$ cat config.mk
export PLATFORM = sky130hd
export DESIGN_NAME = lcs_dp_column_engine
export DESIGN_NICKNAME = d
export VERILOG_FILES = /design/src/hdl/lcs_pkg.sv /design/src/hdl/lcs_cell.sv /design/src/hdl/lcs_dp_column_engine.sv
export SDC_FILE = /design/constraint.sdc
export NUM_CORES = 1
export LEC_CHECK = 0
export ABC_AREA = 1
export BUFFER_PORTS_ARGS = -buffer_cell sky130_fd_sc_hd__buf_4
export CORE_UTILIZATION = 57
export DETAILED_ROUTE_END_ITERATION = 10
export GPL_ROUTABILITY_DRIVEN = 0
export PLACE_DENSITY = 0.77
export SETUP_SLACK_MARGIN = 0.05
export SYNTH_ARGS = -nofsm -noshare
export SYNTH_HDL_FRONTEND = slang
export SYNTH_SLANG_ARGS = --single-unit
$ cat constraint.sdc
create_clock -name clk_i -period 2.2 [get_ports clk_i]
set_input_delay 0.44 -clock clk_i [delete_from_list [all_inputs] [get_ports clk_i]]
set_output_delay 0.44 -clock clk_i [all_outputs]
set_load 0.02 [all_outputs]
$ cat src/hdl/lcs_pkg.sv
// ----------------------------------------------------------------------------
// lcs_pkg
// Shared constants and codes for the LCS column engine and its cells.
// ----------------------------------------------------------------------------
package lcs_pkg;

  // Default bounds on the two strings
  localparam int unsigned MaxFirst  = 16;
  localparam int unsigned MaxSecond = 255;

  // Fixed field widths
  localparam int unsigned SymW      = 8;
  localparam int unsigned ColIdxW   = 8;
  localparam int unsigned LenOutW   = 5;
  localparam int unsigned DirW      = 2;
  localparam int unsigned DirRowsW  = 16;   // rows that fit in the directions field

  // Request codes
  typedef enum logic {
    REQ_LOAD   = 1'b0,
    REQ_COLUMN = 1'b1
  } req_e;

  // Traceback direction codes
  typedef enum logic [DirW-1:0] {
    DIR_DIAG = 2'd0,
    DIR_UP   = 2'd1,
    DIR_LEFT = 2'd2
  } dir_e;

endpackage

$ cat src/hdl/lcs_cell.sv
// ----------------------------------------------------------------------------
// lcs_cell
// One row of the DP column: holds a first-string symbol and its score, and
// passes the column wave on to the next row in the following cycle.
// ----------------------------------------------------------------------------
module lcs_cell #(
  parameter int unsigned ScoreW = 5
) (
  input  logic                     clk_i,
  input  logic                     rst_ni,
  // symbol load
  input  logic                     wr_en_i,
  input  logic [lcs_pkg::SymW-1:0] wr_sym_i,
  // score clear (new column set)
  input  logic                     clear_i,
  // row holds a stored symbol
  input  logic                     present_i,
  // wave from the row above
  input  logic                     wave_valid_i,
  input  logic [lcs_pkg::SymW-1:0] wave_sym_i,
  input  logic [ScoreW-1:0]        wave_up_i,
  input  logic [ScoreW-1:0]        wave_diag_i,
  // wave to the row below
  output logic                     wave_valid_o,
  output logic [lcs_pkg::SymW-1:0] wave_sym_o,
  output logic [ScoreW-1:0]        wave_up_o,
  output logic [ScoreW-1:0]        wave_diag_o,
  // direction code of the latest column
  output lcs_pkg::dir_e            dir_o
);

  logic [lcs_pkg::SymW-1:0] sym_q;
  logic [ScoreW-1:0]        score_q, score_d;
  lcs_pkg::dir_e            dir_q, dir_d;
  logic                     valid_q;
  logic [lcs_pkg::SymW-1:0] osym_q;
  logic [ScoreW-1:0]        oup_q, oup_d;
  logic [ScoreW-1:0]        odiag_q;

  always_comb begin
    score_d = score_q;
    dir_d   = lcs_pkg::DIR_DIAG;
    oup_d   = wave_up_i;
    if (present_i) begin
      if (sym_q == wave_sym_i) begin
        score_d = wave_diag_i + ScoreW'(1);
        dir_d   = lcs_pkg::DIR_DIAG;
      end else if (wave_up_i >= score_q) begin
        score_d = wave_up_i;
        dir_d   = lcs_pkg::DIR_UP;
      end else begin
        score_d = score_q;
        dir_d   = lcs_pkg::DIR_LEFT;
      end
      oup_d = score_d;
    end
  end

  always_ff @(posedge clk_i) begin
    if (wr_en_i) begin
      sym_q <= wr_sym_i;
    end
    if (wave_valid_i) begin
      osym_q  <= wave_sym_i;
      oup_q   <= oup_d;
      odiag_q <= score_q;
    end
  end

  always_ff @(posedge clk_i or negedge rst_ni) begin
    if (!rst_ni) begin
      score_q <= '0;
      dir_q   <= lcs_pkg::DIR_DIAG;
      valid_q <= 1'b0;
    end else begin
      valid_q <= wave_valid_i;
      if (clear_i) begin
        score_q <= '0;
      end else if (wave_valid_i) begin
        score_q <= score_d;
      end
      if (wave_valid_i) begin
        dir_q <= dir_d;
      end
    end
  end

  assign wave_valid_o = valid_q;
  assign wave_sym_o   = osym_q;
  assign wave_up_o    = oup_q;
  assign wave_diag_o  = odiag_q;
  assign dir_o        = dir_q;

endmodule

$ cat src/hdl/lcs_dp_column_engine.sv
// ----------------------------------------------------------------------------
// lcs_dp_column_engine
// Longest common subsequence: one DP column per second-string symbol, worked
// out by a row of cells that each hold one first-string symbol.
// ----------------------------------------------------------------------------
// Use:
//   Command channel: a beat is taken at a rising edge with start_i high and
//   busy_o low. req_type_i selects a first-string load or a column request.
//   A load gives no result; busy_o stays low.
//   A column request raises busy_o; its wave walks down the cell row one
//   row per cycle and passes every cell (the row length, not the stored
//   string length, sets its path); the result is on the ports as the wave
//   leaves the last cell.
//   busy_o drops at the edge that ends the result cycle, so the next command
//   is taken at the edge after that at the earliest.
//   Result channel: done_o is high for exactly one cycle with the column
//   index, LCS length, packed direction codes, last and overflow flags.
//   The receiver cannot stall; a result must be taken in its cycle.
//   Reset (asynchronous, active low) empties the first string, clears all
//   scores, the column count and the overflow flag; stored symbols are not
//   cleared and are never read until written.
//   After the last column of a second string the scores and count clear so
//   another second string may follow against the same first string.
// ----------------------------------------------------------------------------
module lcs_dp_column_engine #(
  parameter int unsigned MAX_FIRST  = lcs_pkg::MaxFirst,
  parameter int unsigned MAX_SECOND = lcs_pkg::MaxSecond
) (
  input  logic                          clk_i,
  input  logic                          rst_ni,
  // command channel
  input  logic                          start_i,
  output logic                          busy_o,
  input  logic                          req_type_i,
  input  logic [lcs_pkg::SymW-1:0]      symbol_i,
  input  logic                          last_symbol_i,
  // result channel
  output logic                          done_o,
  output logic [lcs_pkg::ColIdxW-1:0]   column_index_o,
  output logic [lcs_pkg::LenOutW-1:0]   lcs_length_o,
  output logic [2*lcs_pkg::DirRowsW-1:0] directions_o,
  output logic                          last_column_o,
  output logic                          overflow_o
);

  localparam int unsigned ScoreW  = $clog2(MAX_FIRST + 1);
  localparam int unsigned FlenW   = $clog2(MAX_FIRST + 1);
  localparam int unsigned CntW    = $clog2(MAX_SECOND + 1);
  localparam int unsigned DirRows = (MAX_FIRST < lcs_pkg::DirRowsW) ? MAX_FIRST
                                                                     : lcs_pkg::DirRowsW;

  // control state
  logic [FlenW-1:0] flen_q, flen_d;
  logic             fdone_q, fdone_d;
  logic [CntW-1:0]  cnt_q, cnt_d;
  logic             ovf_q, ovf_d;
  logic             busy_q, busy_d;
  logic             last_q, last_d;

  logic             accept;
  logic             load_go;
  logic             col_go;
  logic             col_end;
  logic [FlenW-1:0] wr_idx;
  logic             wr_ok;
  logic             clear_scores;

  // chain wires: index k is the input of cell k, index MAX_FIRST the tail
  logic                     wv_valid [MAX_FIRST+1];
  logic [lcs_pkg::SymW-1:0] wv_sym   [MAX_FIRST+1];
  logic [ScoreW-1:0]        wv_up    [MAX_FIRST+1];
  logic [ScoreW-1:0]        wv_diag  [MAX_FIRST+1];
  lcs_pkg::dir_e            cell_dir [MAX_FIRST];

  assign accept  = start_i && !busy_q;
  assign load_go = accept && (req_type_i == lcs_pkg::REQ_LOAD);
  assign col_go  = accept && (req_type_i == lcs_pkg::REQ_COLUMN);
  assign col_end = wv_valid[MAX_FIRST];

  // a load after a completed string starts over at row 0
  assign wr_idx = fdone_q ? '0 : flen_q;
  assign wr_ok  = wr_idx < FlenW'(MAX_FIRST);

  assign clear_scores = (load_go && fdone_q) || (col_end && last_q);

  always_comb begin
    flen_d  = flen_q;
    fdone_d = fdone_q;
    cnt_d   = cnt_q;
    ovf_d   = ovf_q;
    busy_d  = busy_q;
    last_d  = last_q;
    if (load_go) begin
      if (fdone_q) begin
        cnt_d = '0;
        ovf_d = 1'b0;
      end
      if (wr_ok) begin
        flen_d = wr_idx + FlenW'(1);
      end else begin
        flen_d = wr_idx;
        ovf_d  = 1'b1;
      end
      fdone_d = last_symbol_i;
    end
    if (col_go) begin
      fdone_d = 1'b1;
      busy_d  = 1'b1;
      last_d  = last_symbol_i;
      if (cnt_q < CntW'(MAX_SECOND)) begin
        cnt_d = cnt_q + CntW'(1);
      end else begin
        ovf_d = 1'b1;
      end
    end
    if (col_end) begin
      busy_d = 1'b0;
      if (last_q) begin
        cnt_d = '0;
      end
    end
  end

  always_ff @(posedge clk_i or negedge rst_ni) begin
    if (!rst_ni) begin
      flen_q  <= '0;
      fdone_q <= 1'b0;
      cnt_q   <= '0;
      ovf_q   <= 1'b0;
      busy_q  <= 1'b0;
      last_q  <= 1'b0;
    end else begin
      flen_q  <= flen_d;
      fdone_q <= fdone_d;
      cnt_q   <= cnt_d;
      ovf_q   <= ovf_d;
      busy_q  <= busy_d;
      last_q  <= last_d;
    end
  end

  // head of the chain: the column beat enters row 0 directly
  assign wv_valid[0] = col_go;
  assign wv_sym[0]   = symbol_i;
  assign wv_up[0]    = '0;
  assign wv_diag[0]  = '0;

  for (genvar k = 0; k < MAX_FIRST; k++) begin : g_row
    logic present;
    assign present = FlenW'(k) < flen_q;

    lcs_cell #(
      .ScoreW (ScoreW)
    ) u_cell (
      .clk_i        (clk_i),
      .rst_ni       (rst_ni),
      .wr_en_i      (load_go && wr_ok && (wr_idx == FlenW'(k))),
      .wr_sym_i     (symbol_i),
      .clear_i      (clear_scores),
      .present_i    (present),
      .wave_valid_i (wv_valid[k]),
      .wave_sym_i   (wv_sym[k]),
      .wave_up_i    (wv_up[k]),
      .wave_diag_i  (wv_diag[k]),
      .wave_valid_o (wv_valid[k+1]),
      .wave_sym_o   (wv_sym[k+1]),
      .wave_up_o    (wv_up[k+1]),
      .wave_diag_o  (wv_diag[k+1]),
      .dir_o        (cell_dir[k])
    );
  end

  // only the first sixteen rows fit in the directions field
  for (genvar r = 0; r < DirRows; r++) begin : g_dir
    assign directions_o[lcs_pkg::DirW*r +: lcs_pkg::DirW] = cell_dir[r];
  end
  if (DirRows < lcs_pkg::DirRowsW) begin : g_dir_pad
    assign directions_o[2*lcs_pkg::DirRowsW-1:lcs_pkg::DirW*DirRows] = '0;
  end

  // tail of the chain carries the score of the last stored row
  assign done_o         = col_end;
  assign busy_o         = busy_q;
  assign column_index_o = lcs_pkg::ColIdxW'(cnt_q);
  assign lcs_length_o   = lcs_pkg::LenOutW'(wv_up[MAX_FIRST]);
  assign last_column_o  = last_q;
  assign overflow_o     = ovf_q;

endmodule
* Word-level counts from Yosys, hierarchy flattened
Cells that the tools add are included.
** Storage, ports and cells
- Flip-flop bits (word level) :: 548
- Input bits :: 13
- Output and inout bits :: 49
** Cells by class
- Add/subtract/negate cells :: 17
- Magnitude comparators :: 34
- Equal/unequal tests :: 31
- Multiplexer cells :: 160
- Bitwise logic cells :: 1
- Reduce and logical (&&, ||, !) cells :: 75
** Operator list (number)
- 5-bit 2-to-1 mux :: 97
- 8-bit == test :: 16
- 2-bit 2-to-1 mux :: 48
- 5-bit by 1-bit adder with 5-bit output (second input constant) :: 16
- 5-bit greater-or-equal comparator :: 15
- 2-bit nonzero test :: 34
- 8-bit 2-to-1 mux :: 6
- 5-bit by 4-bit == test with 1-bit output (second input constant) :: 8
- 4-bit by 5-bit less-than comparator with 1-bit output (first input constant) :: 8
- 2-bit AND reduction :: 16
- 1-bit logical AND :: 22
- 5-bit by 3-bit == test with 1-bit output (second input constant) :: 4
- 3-bit by 5-bit less-than comparator with 1-bit output (first input constant) :: 4
- 5-bit by 2-bit == test with 1-bit output (second input constant) :: 2
- 1-bit by 5-bit less-than comparator with 1-bit output (first input constant) :: 2
- 2-bit by 5-bit less-than comparator with 1-bit output (first input constant) :: 2
- 1-bit 2-to-1 mux :: 9
- 8-bit by 1-bit adder with 8-bit output (second input constant) :: 1
- 8-bit less-than comparator (second input constant) :: 1
- 5-bit by 1-bit == test with 1-bit output (second input constant) :: 1
- 1-bit by 5-bit greater-or-equal comparator with 1-bit output (first input constant) :: 1
- 5-bit zero test :: 1
- 5-bit less-than comparator (second input constant) :: 1
- 1-bit zero test :: 1
- other kinds (2) :: 2

* Logic depth before layout (Yosys ltp)
Gate-level depths: netlist of the first run.
- Depth after elaboration :: 8
- Gate-level depth with buffers :: 12
- Depth with buffers taken out :: 12

* Modules after synthesis
From an unflattened synthesis of the first run, not the netlist that was laid out.
** Second synthesis, totals
- Cell total of the unflattened synthesis :: 2596
- Area total of the unflattened synthesis :: 27456.3 um^2
** By module, submodules not included
- lcs_cell :: instances 16, cells an instance 150, area an instance 1632.8 um^2, seq. area each 980.9 um^2
- lcs_dp_column_engine :: instances 1, cells an instance 196, area an instance 1331.3 um^2, seq. area each 425.4 um^2

* Worst setup path before layout of the first run
Ideal clock, no wire load.
- Path type :: flip-flop to flip-flop
- From :: register busy_q, in the netlist busy_o
- To :: register cnt_q[6], in the netlist column_index_o[6]
- Setup time :: 0.121 ns
- Data arrival time :: 2.343 ns
- Path slack :: -0.264 ns
- Cell stages (with the launch flop) :: 9
- Cells stage by stage :: dfrtp_1 -> inv_2 -> nand2_1 -> nor2_1 -> nand2_1 -> inv_2 -> nand2_1 -> o21ai_1 -> nor2_1
** On the way
- Elaborated cells on any way between the ends :: 9
** RTL lines
- start, declared :: line lcs_dp_column_engine.sv:57 : logic busy_q, busy_d;
- start signal, assigned :: line lcs_dp_column_engine.sv:137 : busy_q <= busy_d;
- 1-bit zero test (*) :: line lcs_dp_column_engine.sv:75 : assign accept = start_i && !busy_q;
- 1-bit logical AND (*) :: line lcs_dp_column_engine.sv:75
- 1-bit logical AND (*) :: line lcs_dp_column_engine.sv:77 : assign col_go = accept && (req_type_i == lcs_pkg::REQ_COLUMN);
- net col_go :: line lcs_dp_column_engine.sv:62 : logic col_go;
- 8-bit 2-to-1 mux (*) :: line lcs_dp_column_engine.sv:106 : if (col_go) begin
- 8-bit 2-to-1 mux :: line lcs_dp_column_engine.sv:118 : if (last_q) begin
- 8-bit 2-to-1 mux (*) :: line lcs_dp_column_engine.sv:116 : if (col_end) begin
- net cnt_d[6] :: line lcs_dp_column_engine.sv:55 : logic [CntW-1:0] cnt_q, cnt_d;
- end signal, assigned :: line lcs_dp_column_engine.sv:135 : cnt_q <= cnt_d;
- end, declared :: line lcs_dp_column_engine.sv:55
The timed path passes the listed nets; every way through them passes the cells marked *.
A chain may end at the register's enable or synchronous reset.

* Worst setup path in the final report of the first run
- From :: register flen_q[4]
- To :: register g_row[6].u_cell.score_q[4]
** On the way
- Cells in the longest elaborated chain, start to end :: 3
** Ends and longest elaborated chain
- start, declared :: line lcs_dp_column_engine.sv:53 : logic [FlenW-1:0] flen_q, flen_d;
- start signal, assigned :: line lcs_dp_column_engine.sv:133 : flen_q <= flen_d;
- 3-bit by 5-bit less-than comparator with 1-bit output :: line lcs_dp_column_engine.sv:150 : assign present = FlenW'(k) < flen_q;
- 2-bit nonzero test (no line)
- 2-bit AND reduction (no line)
- end signal, assigned :: line lcs_cell.sv:80 : score_q <= score_d;
- end, declared :: line lcs_cell.sv:33 : logic [ScoreW-1:0] score_q, score_d;
No other way between the ends.

==> reports/qor.yml, run 1 <==
outcome:
  status: "complete, no violations"
synthesis:
  yosys.area.top_type: "edfxtp_1"
  dominantRegCellSynth: "edfxtp_1"
  synth_top_area_share_pct: 47.43
  syn-instance-count: 2499
  ys_async_sr_fraction_pct: 26.46
  synthesis.area_sq_um: 25520
  synth_most_common_cell: "nand2_1"
  ys_top_cells_by_count: "nand2_1 (1019), edfxtp_1 (403), inv_1 (189)"
  synth_seq_area_share_pct: 61.65
  yosysWarnings: 0
  synth_area_leaders: "edfxtp_1 (47%), nand2_1 (15%), dfrtp_1 (14%)"
  synth.ff_latch_count: 548
  synth-edff-count: 403
  synth.avg_cell_area_sq_um: 10.21
  synth_nets: 2607
  yosysUniqueCellTypes: 32
power_and_ir_drop:
  p_int_mw: 16.36
  power_frac_clock_pct: 44.7
  p_seq_share_pct: 54.4
  switching_share_pct: 19.23
  p_leak_nw: 12.32
  design_power_total_mw: 20.25
  vdd_drop_max_v: 0.0007499
  p_per_area_nw_per_um2: 693.7
  p_comb_share_pct: 0.9
  p_switching_mw: 3.893
critical_path:
  start_kind: "flop"
  crit_fanout: 10
  path_cells: "nor2_2 > inv_2 > nor2_4 > inv_2 > nand2_1 > inv_2 > nor2_1 > nand2_1 > nand2_1"
  cp.required_ps: 2720
  cp-end-kind: "flop"
  r2r_cells: 9
  rrSetupSlack_ps: 170
  cp.arrival_ps: 2550
  r2r-start: "flen_q[4]"
  reg2reg_to: "g_row[6].u_cell.score_q[4]"
  cp_slowest_stage_delay_ps: 480
  startpoint: "flen_q[4]"
  crit_slowest_cell: "dfrtp_1"
  critPathKind: "flop to flop"
  cp_top_family: "simple AND/OR/NAND/NOR gates"
  cp-endpoint: "g_row[6].u_cell.score_q[4]"
  cp.depth: 9
  path_buf_inv: 3
place:
  port_buffers: 61
  dp_slack_ps: 143.2
  dp_hpwl_um: 38890
  placed_area_sq_um: 27360
hold_path:
  min_from: "last_symbol_i"
  holdCritPathClass: "primary input to flop"
clock_tree:
  root_buffer: "clkbuf_16"
  cts_tree: "yes"
  cts_max_path_buffers: 3
  h-tree-depth: 2
  cts_sinks: 548
  clkLatencyLatePin_ps: 600
  path_clk_slew_ps: 60
  cts_buffers: 53
layout:
  syn_to_final_growth_pct: 14.40
  drive_gt1_share_pct: 11.01
  antenna_cells: 0
  final_nets: 2801
  final_util_pct: 66.01
  final_cell_area_sq_um: 29190
sta:
  fin_crit_sh_pct: 92.14
  clock_skew_ps: 20.09
  relSlewSlack_pct: 55.02
  timing.fmax_ghz: 0.4933
  setup_tns_ps: 0
  fin_crit_ps: 2027
  worst_slack_ps: 173.0
  final-setup-viol-count: 0
  slew_viol_final: 0
  finalHoldViolations: 0
  rsz0062_at_grt: "no"
  tightest_slew_ps: 674.7
global_route:
  grt_pass1_vias: 17530
  overflow: 0
  antenna_found_initial: 0
  grt_pass1_wl_um: 88270
  grt_usage_pct: 24.74
  grt_max_degree: 54
routing:
  routed.top_layer: "met4"
  wl_met3_um: 3143
  vias_per_cell: 5.418
  vias: 18030
  drcViolationCount: 0
  wl_per_cell_um: 16.49
  m1WireLength_um: 22680
  totalWireLength_um: 54850
  final_antenna_net_count: 0
  first_iter_violations: 1509
  wl_met2_um: 27690
  drt_first_pass_iters: 6
floorplan:
  rows: 77
  die-area_sq_um: 45610
  ios: 62
  core_area_sq_um: 44220
  die_h_um: 213.6
  die_w_um: 213.6
  initial_core_util_pct: 57.70
flow_run:
  max_cap_viol_count: 0
==> routing by layer <==
layer  track usage, %  vias to the layer above
li1                 -                     8684
met4            7.537                        0
met2            43.69                      592
met1            32.12                     8642
met5                0                        -
met3            2.812                      108
==> flip-flops by register name, summed over array words and instances, names as in the netlist <==
register	count
last_column_o	1
flen_q	5
g_row.u_cell.wave_sym_o	120
g_row.u_cell.sym_q	128
fdone_q	1
g_row.u_cell.wave_up_o	80
busy_o	1
g_row.u_cell.dir_o	32
g_row.u_cell.score_q	80
g_row.u_cell.wave_valid_o	16
column_index_o	8
g_row.u_cell.wave_diag_o	75
overflow_o	1
==> layout by cell type (no fill, tap or decap), types with 7 or more instances in the layout <==
| cell | instances |
|---|---|
| buf_4 | 135 |
| o21ai_1 | 16 |
| nand3_2 | 13 |
| dfrtp_1 | 145 |
| clkinv_2 | 9 |
| nand4_1 | 80 |
| nand3b_1 | 29 |
| o22ai_1 | 7 |
| clkbuf_16 | 53 |
| o21ai_0 | 10 |
| clkinv_1 | 8 |
| inv_2 | 25 |
| nor2_2 | 14 |
| a21oi_1 | 32 |
| xor2_1 | 15 |
| ha_1 | 95 |
| nand2_1 | 1019 |
| clkbuf_1 | 9 |
| nand3_1 | 120 |
| inv_1 | 189 |
| nor2_1 | 101 |
| edfxtp_1 | 403 |
| xnor2_1 | 151 |
==> worst min-delay path by stage <==
| stage | slack (ps) | cells after the start | end |
|---|---|---|---|
| after floorplan | 140 | 0 | busy_o |
| after global routing | 70 | 3 | last_column_o |
| final | 70 | 3 | last_column_o |
| after CTS | 50 | 3 | last_column_o |
| after detailed placement | 460 | 0 | g_row[6].u_cell.wave_sym_o[3] |
| after global placement | 450 | 1 | busy_o |
==> worst register-to-register path, cell delays in order (launching register included) <==
cell and delay (ps):
dfrtp_1 480, nor2_2 230, inv_2 150, nor2_4 280, inv_2 120, nand2_1 120
inv_2 60, nor2_1 290, nand2_1 130, nand2_1 100
==> cell type report <==
type,instances,area [sq um]
Inverter,216,815.8
Multi-Input combinational cell,1731,9006
Clock buffer,67,1429
Fill cell,3181,15030
Sequential cell,548,15730
Timing Repair Buffer,143,1155
Tap cell,592,740.7
Clock inverter,30,312.8
==> cells by family (layout without fill, tap and decap cells) <==
| family | count (synthesis) | in the layout | synth area share [%] |
|---|---|---|---|
| simple gates | 1398 | 1398 | 22.99 |
| fa+ha+maj | 95 | 95 | 4.658 |
| buf+inv | 220 | 456 | 3.359 |
| xor+xnor | 166 | 166 | 5.698 |
| flops | 548 | 548 | 61.65 |
| compound gates | 72 | 72 | 1.643 |
==> power groups by stage <==
stage,Combinational (mW),Clock [mW],Sequential [mW]
after global placement,0.171,0,11.2
final,0.173,9.05,11.0
after detailed placement,0.176,0,11.2
after CTS,0.178,9.19,11.0
after global routing,0.192,9.56,11.0
after floorplan,0.00927,0,11.2
==> repair_timing <==
action                                  CTS  global route
hold buffers                              1             0
endpoints found under the hold margin    45             0
gates resized for setup                   0            15
endpoints found under the setup margin    0            49
buffers inserted                          0             0
==> stage by stage <==
step           hold slack [ps]  instances
2_1_floorplan            144.4       2499
3_3_place_gp             453.7       3229
3_5_place_dp             458.6       3229
4_1_cts                  46.00       3327
5_1_grt                  67.53       3327
6_report                 73.97       3327
Power figures use the tool's default switching activity.
==> run 2, diff against run 1 <==
--- a/config.mk
+++ b/config.mk
@@ -5,7 +5,7 @@
 export SDC_FILE = /design/constraint.sdc
 export NUM_CORES = 1
 export LEC_CHECK = 0
-export ABC_AREA = 1
+export ABC_AREA = 0
 export BUFFER_PORTS_ARGS = -buffer_cell sky130_fd_sc_hd__buf_4
 export CORE_UTILIZATION = 57
 export DETAILED_ROUTE_END_ITERATION = 10
==> reports/qor.yml, run 2 <==
synthesis:
  synth_top_family_by_area: "compound AO/OA/AOI/OAI gates"
  synthXorXnorAreaFrac_pct: 5.994  # +0.30 points
  yosys.area.top_type: "edfxtp_1"
  yosysUniqueCellTypes: 77  # +140%
  ys_top_cells_by_count: "edfxtp_1 (403), xnor2_1 (153), dfrtp_1 (145)"
  synth_top_area_share_pct: 47.60  # +0.17 points
  syn-instance-count: 1999  # -20%
  synth_area_leaders: "edfxtp_1 (48%), dfrtp_1 (14%), xnor2_1 (5.3%)"
  synth-compound-area-share_pct: 12.81  # +11 points
  synth_most_common_cell: "edfxtp_1"
  synth_seq_area_share_pct: 61.87  # +0.22 points
  ys_async_sr_fraction_pct: 26.46  # unchanged
  synth.ff_latch_count: 548  # unchanged
  yosysWarnings: 0  # unchanged
  synth-edff-count: 403  # unchanged
  synth_nets: 2107  # -19%
  synthesis.area_sq_um: 25420  # -0.36%
  muxShareOfSynthArea_pct: 1.900  # +1.9 points
  dominantRegCellSynth: "edfxtp_1"
  synth_simple_gate_area_share_pct: 9.277  # -14 points
  synthAdderAreaFrac_pct: 4.675  # +0.017 points
  synth.avg_cell_area_sq_um: 12.72  # +25%
routing:
  drt_first_pass_iters: 8  # +2
  vias_per_cell: 6.215  # +15%
  drcViolationCount: 0  # unchanged
  totalWireLength_um: 56540  # +3.1%
  vias: 17350  # -3.7%
  wl_per_cell_um: 20.25  # +23%
  final_antenna_net_count: 0  # unchanged
  first_iter_violations: 1816  # +20%
place:
  port_buffers: 61  # unchanged
  dp_hpwl_um: 39220  # +0.84%
power_and_ir_drop:
  vdd_drop_max_v: 0.0006362  # -15%
  p_leak_nw: 10.83  # -12%
  p_per_area_nw_per_um2: 895.1  # +29%
critical_path:
  cp_slowest_stage_delay_ps: 430  # -50 ps
  critPathKind: "flop to flop"
  cp-endpoint: "g_row[15].u_cell.wave_up_o[2]"
  cp.arrival_ps: 2460  # -90 ps
  reg2reg_to: "g_row[15].u_cell.wave_up_o[2]"
  start_kind: "flop"
  crit_slowest_cell: "edfxtp_1"
  cp.required_ps: 2530  # -190 ps
  cp-end-kind: "flop"
  rrSetupSlack_ps: 80  # -100 ps
  path_cells: "ha_1 > a21oi_1 > o21ai_1 > a31oi_2 > buf_4 > mux2i_2 > o221ai_1"
  crit_fanout: 4  # -6
  startpoint: "g_row[14].u_cell.wave_up_o[2]"
  r2r_cells: 7  # -2
  r2r-start: "g_row[14].u_cell.wave_up_o[2]"
sta:
  timing.fmax_ghz: 0.4706  # -4.6%
  clock_skew_ps: 20.65  # +0.5541 ps
  hold_ws_ps: 65.12  # -8.853 ps
  fin_crit_ps: 2125  # +97.86 ps
  slew_viol_final: 0  # unchanged
  setup_tns_ps: 0  # unchanged
  finalHoldViolations: 0  # unchanged
  tightest_slew_ps: 575.6  # -99.17 ps
  final-setup-viol-count: 0  # unchanged
  rsz0062_at_grt: "yes"
  relSlewSlack_pct: 61.63  # +6.6 points
  fin_crit_sh_pct: 96.59  # +4.4 points
global_route:
  antenna_found_initial: 1  # +1
  grt_max_degree: 48  # -11%
  grt_pass1_vias: 17160  # -2.1%
  overflow: 0  # unchanged
  grt_pass1_wl_um: 89760  # +1.7%
  grt_usage_pct: 25.34  # +0.60 points
floorplan:
  die-area_sq_um: 45450  # -0.36%
  die_w_um: 213.2  # -0.18%
  ios: 62  # unchanged
  core_area_sq_um: 44120  # -0.22%
  initial_core_util_pct: 57.62  # -0.084 points
  die_h_um: 213.2  # -0.18%
  rows: 77  # unchanged
clock_tree:
  cts_max_path_buffers: 3  # unchanged
  clkLatencyLatePin_ps: 600  # about the same
  root_buffer: "clkbuf_16"
  h-tree-depth: 2  # unchanged
  path_clk_slew_ps: 60  # about the same
  cts_sinks: 548  # unchanged
  cts_tree: "yes"
  cts_buffers: 53  # unchanged
layout:
  final_cell_mix: "edfxtp_1 (403), buf_4 (166), xnor2_1 (153), inv_1 (144), dfrtp_1 (142)"
  drive_gt1_share_pct: 16.14  # +5.1 points
  largest_register_ffs: 128  # unchanged
  largest-register: "g_row.u_cell.sym_q"
  layout_commonest_cell: "edfxtp_1"
  fillers: 3148  # -1.0%
  syn_to_final_growth_pct: 14.95
  final_nets: 2262  # -19%
flow_run:
  max_cap_viol_count: 0  # unchanged
outcome:
  status: "complete, no violations"
hold_path:
  holdCritPathClass: "primary input to flop"
run 2: cell types whose count changed after synthesis, sizes merged, moves of 32 or more:
cell	previous run	this run
nand2	1026	95
and2	0	35
nand4	80	32
buf	4	36
a31o	0	42
nor3	3	54
inv	216	144
a32oi	0	32
mux2i	0	46
nand3	134	53
clkbuf	0	40
a31oi	2	42
o21ai	28	95
run 2: power breakdown:
part / switching, mW / leakage (nW) / internal [mW]
Clock: 3.96 / 0.889 / 5.54
Sequential: 0.697 / 5.69 / 12.1
Combinational: 2.33 / 4.24 / 1.57
run 2: layer usage:
| metal | GRT usage [%] | wire [um] |
|---|---|---|
| met3 | 3.809 | 3925 |
| met2 | 43.09 | 28000 |
| met4 | 8.818 | 1321 |
| met5 | 0 | 0 |
| met1 | 33.24 | 23300 |
run 2: worst min path at each step:
stage,start,depth (start not counted),to
6_report,last_symbol_i,3,last_column_o
5_1_grt,last_symbol_i,3,last_column_o
4_1_cts,last_symbol_i,3,last_column_o
3_5_place_dp,g_row[13].u_cell.score_q[3],0,g_row[13].u_cell.wave_diag_o[3]
3_3_place_gp,rst_ni,1,g_row[15].u_cell.score_q[1]
2_1_floorplan,rst_ni,0,busy_o
run 2: what timing repair did:
| action | CTS | global route |
|---|---|---|
| endpoints found under the hold margin | 42 | 0 |
| pin swaps | 2 | 14 |
| endpoints found under the setup margin | 8 | 171 |
| gates resized for setup | 2 | 45 |
| buffers inserted | 0 | 16 |
| gates cloned | 0 | 1 |
| hold buffers | 1 | 0 |
run 2: cells by family (layout without fill, tap and decap cells):
| kind of cell | Yosys count | in the layout |
|---|---|---|
| and+or+nand+nor | 462 | 462 |
| buffers and inverters | 220 | 419 |
| AOI/OAI and AO/OA | 452 | 453 |
| adders and majority gates | 95 | 95 |
| DFF | 548 | 548 |
| other | 0 | 1 |
| xor gates and xnor gates | 174 | 174 |
| muxes | 48 | 48 |
run 2: area by class of cell:
type | instances | area [sq um] | share of cell area [%]
Antenna cell | 1 | 2.502 | 0.008563
Clock buffer | 60 | 1353 | 4.628
Clock inverter | 40 | 489.2 | 1.674
Tap cell | 592 | 740.7 | 2.535
Inverter | 144 | 540.5 | 1.850
Timing Repair Buffer | 175 | 1408 | 4.817
Sequential cell | 548 | 15730 | 53.84
Multi-Input combinational cell | 1232 | 8956 | 30.65
run 2: worst max-delay path: cells and delay by family (launching register included):
family / cells / cell delay (ps)
buffers and inverters: 1 / 190
adders and majority gates: 1 / 340
DFF: 1 / 430
AOI/OAI and AO/OA: 4 / 670
muxes: 1 / 240
run 2: per-stage QoR:
| step | cells | setup slack, ps | area (sq um) | util (%) | power (mW) |
|---|---|---|---|---|---|
| 4_1_cts | 2774 | 41.68 | 28990 | 65.69 | 26.17 |
| 3_3_place_gp | 2673 | 81.30 | 27130 | 61.48 | 16.52 |
| 2_1_floorplan | 1999 | 99.42 | 25440 | - | 15.19 |
| 5_1_grt | 2791 | 34.68 | 29220 | 66.22 | 27.12 |
| 6_report | 2792 | 75.13 | 29220 | 66.23 | 26.16 |
| 3_5_place_dp | 2673 | 43.88 | 27130 | 61.48 | 16.67 |
==> run 3, diff against run 2 <==
--- a/config.mk
+++ b/config.mk
@@ -7,6 +7,7 @@
 export LEC_CHECK = 0
 export ABC_AREA = 0
 export BUFFER_PORTS_ARGS = -buffer_cell sky130_fd_sc_hd__buf_4
+export CORE_ASPECT_RATIO = 1.1
 export CORE_UTILIZATION = 57
 export DETAILED_ROUTE_END_ITERATION = 10
 export GPL_ROUTABILITY_DRIVEN = 0
==> reports/qor.yml, run 3 (synthesis gave the netlist of run 2 again) <==
sta:
  slew_viol_final: 0  # unchanged
  setup_tns_ps: 0  # unchanged
  fin_crit_ps: 2128  # +2.938 ps
  finalHoldViolations: 0  # unchanged
  final-setup-viol-count: 0  # unchanged
  relSlewSlack_pct: 63.69  # +2.1 points
  timing.fmax_ghz: 0.4700  # -0.14%
  clock_skew_ps: 26.14  # +5.497 ps
  fin_crit_sh_pct: 96.72  # +0.13 points
  hold_ws_ps: 48.72  # -16.40 ps
  tightest_slew_ps: 544.6  # -30.96 ps
  rsz0062_at_grt: "yes"
place:
  placed_area_sq_um: 27090  # -0.13%
  dp_hpwl_um: 39380  # +0.41%
  port_buffers: 61  # unchanged
hold_path:
  min_path_cells: 3  # unchanged
  holdCritPathClass: "primary input to flop"
  whs_endpoint: "last_column_o"
  min_from: "last_symbol_i"
clock_tree:
  cts_max_path_buffers: 3  # unchanged
  root_buffer: "clkbuf_16"
  cts_sinks: 548  # unchanged
  cts_buffers: 54  # +1.9%
  clkLatencyLatePin_ps: 610  # about the same
  cts_tree: "yes"
  h-tree-depth: 2  # unchanged
  path_clk_slew_ps: 60  # about the same
global_route:
  grt_pass1_wl_um: 91540  # +2.0%
  antenna_found_initial: 0  # -1
  overflow: 0  # unchanged
  grt_max_degree: 64  # +33%
  grt_usage_pct: 25.57  # +0.23 points
  grt_pass1_vias: 17400  # +1.4%
critical_path:
  cp.required_ps: 2530  # about the same
  cp_slowest_stage_delay_ps: 430  # about the same
  r2r_cells: 7  # unchanged
  crit_slowest_cell: "edfxtp_1"
  path_cells: "ha_1 > a21oi_1 > o21ai_1 > a31oi_2 > buf_4 > mux2i_2 > o221ai_1"
  reg2reg_to: "g_row[15].u_cell.wave_up_o[2]"
  critPathKind: "flop to flop"
  start_kind: "flop"
  crit_fanout: 4  # unchanged
  r2r-start: "g_row[14].u_cell.wave_up_o[2]"
  cp.arrival_ps: 2460  # about the same
  cp-end-kind: "flop"
  rrSetupSlack_ps: 70  # about the same
floorplan:
  die-area_sq_um: 45450  # about the same
  rows: 80  # +3.9%
  initial_core_util_pct: 58.25  # +0.64 points
  die_w_um: 203.4  # -4.6%
  ios: 62  # unchanged
  core_area_sq_um: 43640  # -1.1%
  die_h_um: 223.5  # +4.8%
layout:
  antenna_cells: 0  # -1
  largest_register_ffs: 128  # unchanged
  syn_to_final_growth_pct: 14.31
  final_cell_area_sq_um: 29060  # -0.55%
  drive_gt1_share_pct: 15.64  # -0.50 points
  layout_commonest_cell: "edfxtp_1"
  final_util_pct: 66.59  # +0.36 points
  final_cell_mix: "edfxtp_1 (403), buf_4 (173), xnor2_1 (153), inv_1 (143), dfrtp_1 (141)"
  largest-register: "g_row.u_cell.sym_q"
  final_nets: 2269  # +0.31%
routing:
  vias: 17260  # -0.56%
  vias_per_cell: 6.207  # -0.13%
  wl_per_cell_um: 20.77  # +2.6%
  drt_first_pass_iters: 6  # -2
  drcViolationCount: 0  # unchanged
  first_iter_violations: 1459  # -20%
  final_antenna_net_count: 0  # unchanged
  totalWireLength_um: 57740  # +2.1%
power_and_ir_drop:
  design_power_total_mw: 25.64  # -2.0%
  vdd_drop_max_v: 0.0006348  # -0.23%
  p_leak_nw: 10.80  # -0.23%
  p_per_area_nw_per_um2: 882.1  # -1.5%
outcome:
  status: "complete, no violations"
flow_run:
  max_cap_viol_count: 0  # unchanged
run 3: changes by cell type in the layout (fill, tap and decap cells not counted), sizes merged:
cell	delta
clkbuf	+19
clkinv	-7
buf	+6
bufinv	-6
clkinvlp	-5
diode	-1
run 3: area by class of cell:
class	count	area, sq um
sequential	548	15740
fill	3093	14580
multi-input combinational	1232	8914
clock buffer	79	1505
timing repair buffer	181	1440
tap	574	718.2
inverter	144	540.5
clock inverter	22	209.0
run 3: worst max-delay path: cells and delay by family, from the launching register on:
| family | cells | cell delay [ps] |
|---|---|---|
| AOI/OAI and AO/OA | 4 | 650 |
| adders and majority gates | 1 | 340 |
| buffers and inverters | 1 | 180 |
| DFF | 1 | 430 |
| muxes | 1 | 250 |
run 3: repair_timing:
item	4_1_cts	5_1_grt
gates resized for setup	1	34
gates cloned	0	1
setup endpoints to repair	2	161
setup buffers	0	22
endpoints found under the hold margin	35	0
pin swaps	1	13
hold buffers	1	0
run 3: power by group:
part           total, mW  switching (mW)  internal (mW)
registers           12.7           0.637           12.1
clock network       8.94            3.84           5.10
logic               3.99            2.42           1.58
total               25.6            6.89           18.7
run 3: worst max-delay path by stage:
| stage | startpoint | to | slack [ps] | cells after the start |
|---|---|---|---|---|
| 3_5_place_dp | start_i | g_row[1].u_cell.sym_q[4] | 20 | 7 |
| 5_1_grt | g_row[14].u_cell.wave_up_o[2] | g_row[15].u_cell.wave_up_o[2] | 20 | 7 |
| 2_1_floorplan | flen_q[4] | g_row[11].u_cell.sym_q[0] | 100 | 6 |
| 6_report | g_row[14].u_cell.wave_up_o[2] | g_row[15].u_cell.wave_up_o[2] | 70 | 7 |
| 4_1_cts | busy_o | g_row[14].u_cell.sym_q[0] | 60 | 6 |
| 3_3_place_gp | start_i | g_row[15].u_cell.sym_q[7] | 90 | 7 |
run 3: layer usage:
| metal | track usage [%] | vias up | wire (um) |
|---|---|---|---|
| met5 | 0 | - | 0 |
| met1 | 31.87 | 8514 | 22870 |
| li1 | - | 7905 | - |
| met3 | 3.652 | 158 | 3499 |
| met4 | 9.653 | 0 | 1856 |
| met2 | 45.00 | 678 | 29510 |
run 3: stage by stage:
stage | setup slack, ps | instances
after CTS | 57.18 | 2757
after global routing | 15.34 | 2780
after detailed placement | 15.37 | 2655
after floorplan | 99.42 | 1999
after global placement | 87.78 | 2655
final | 72.19 | 2780
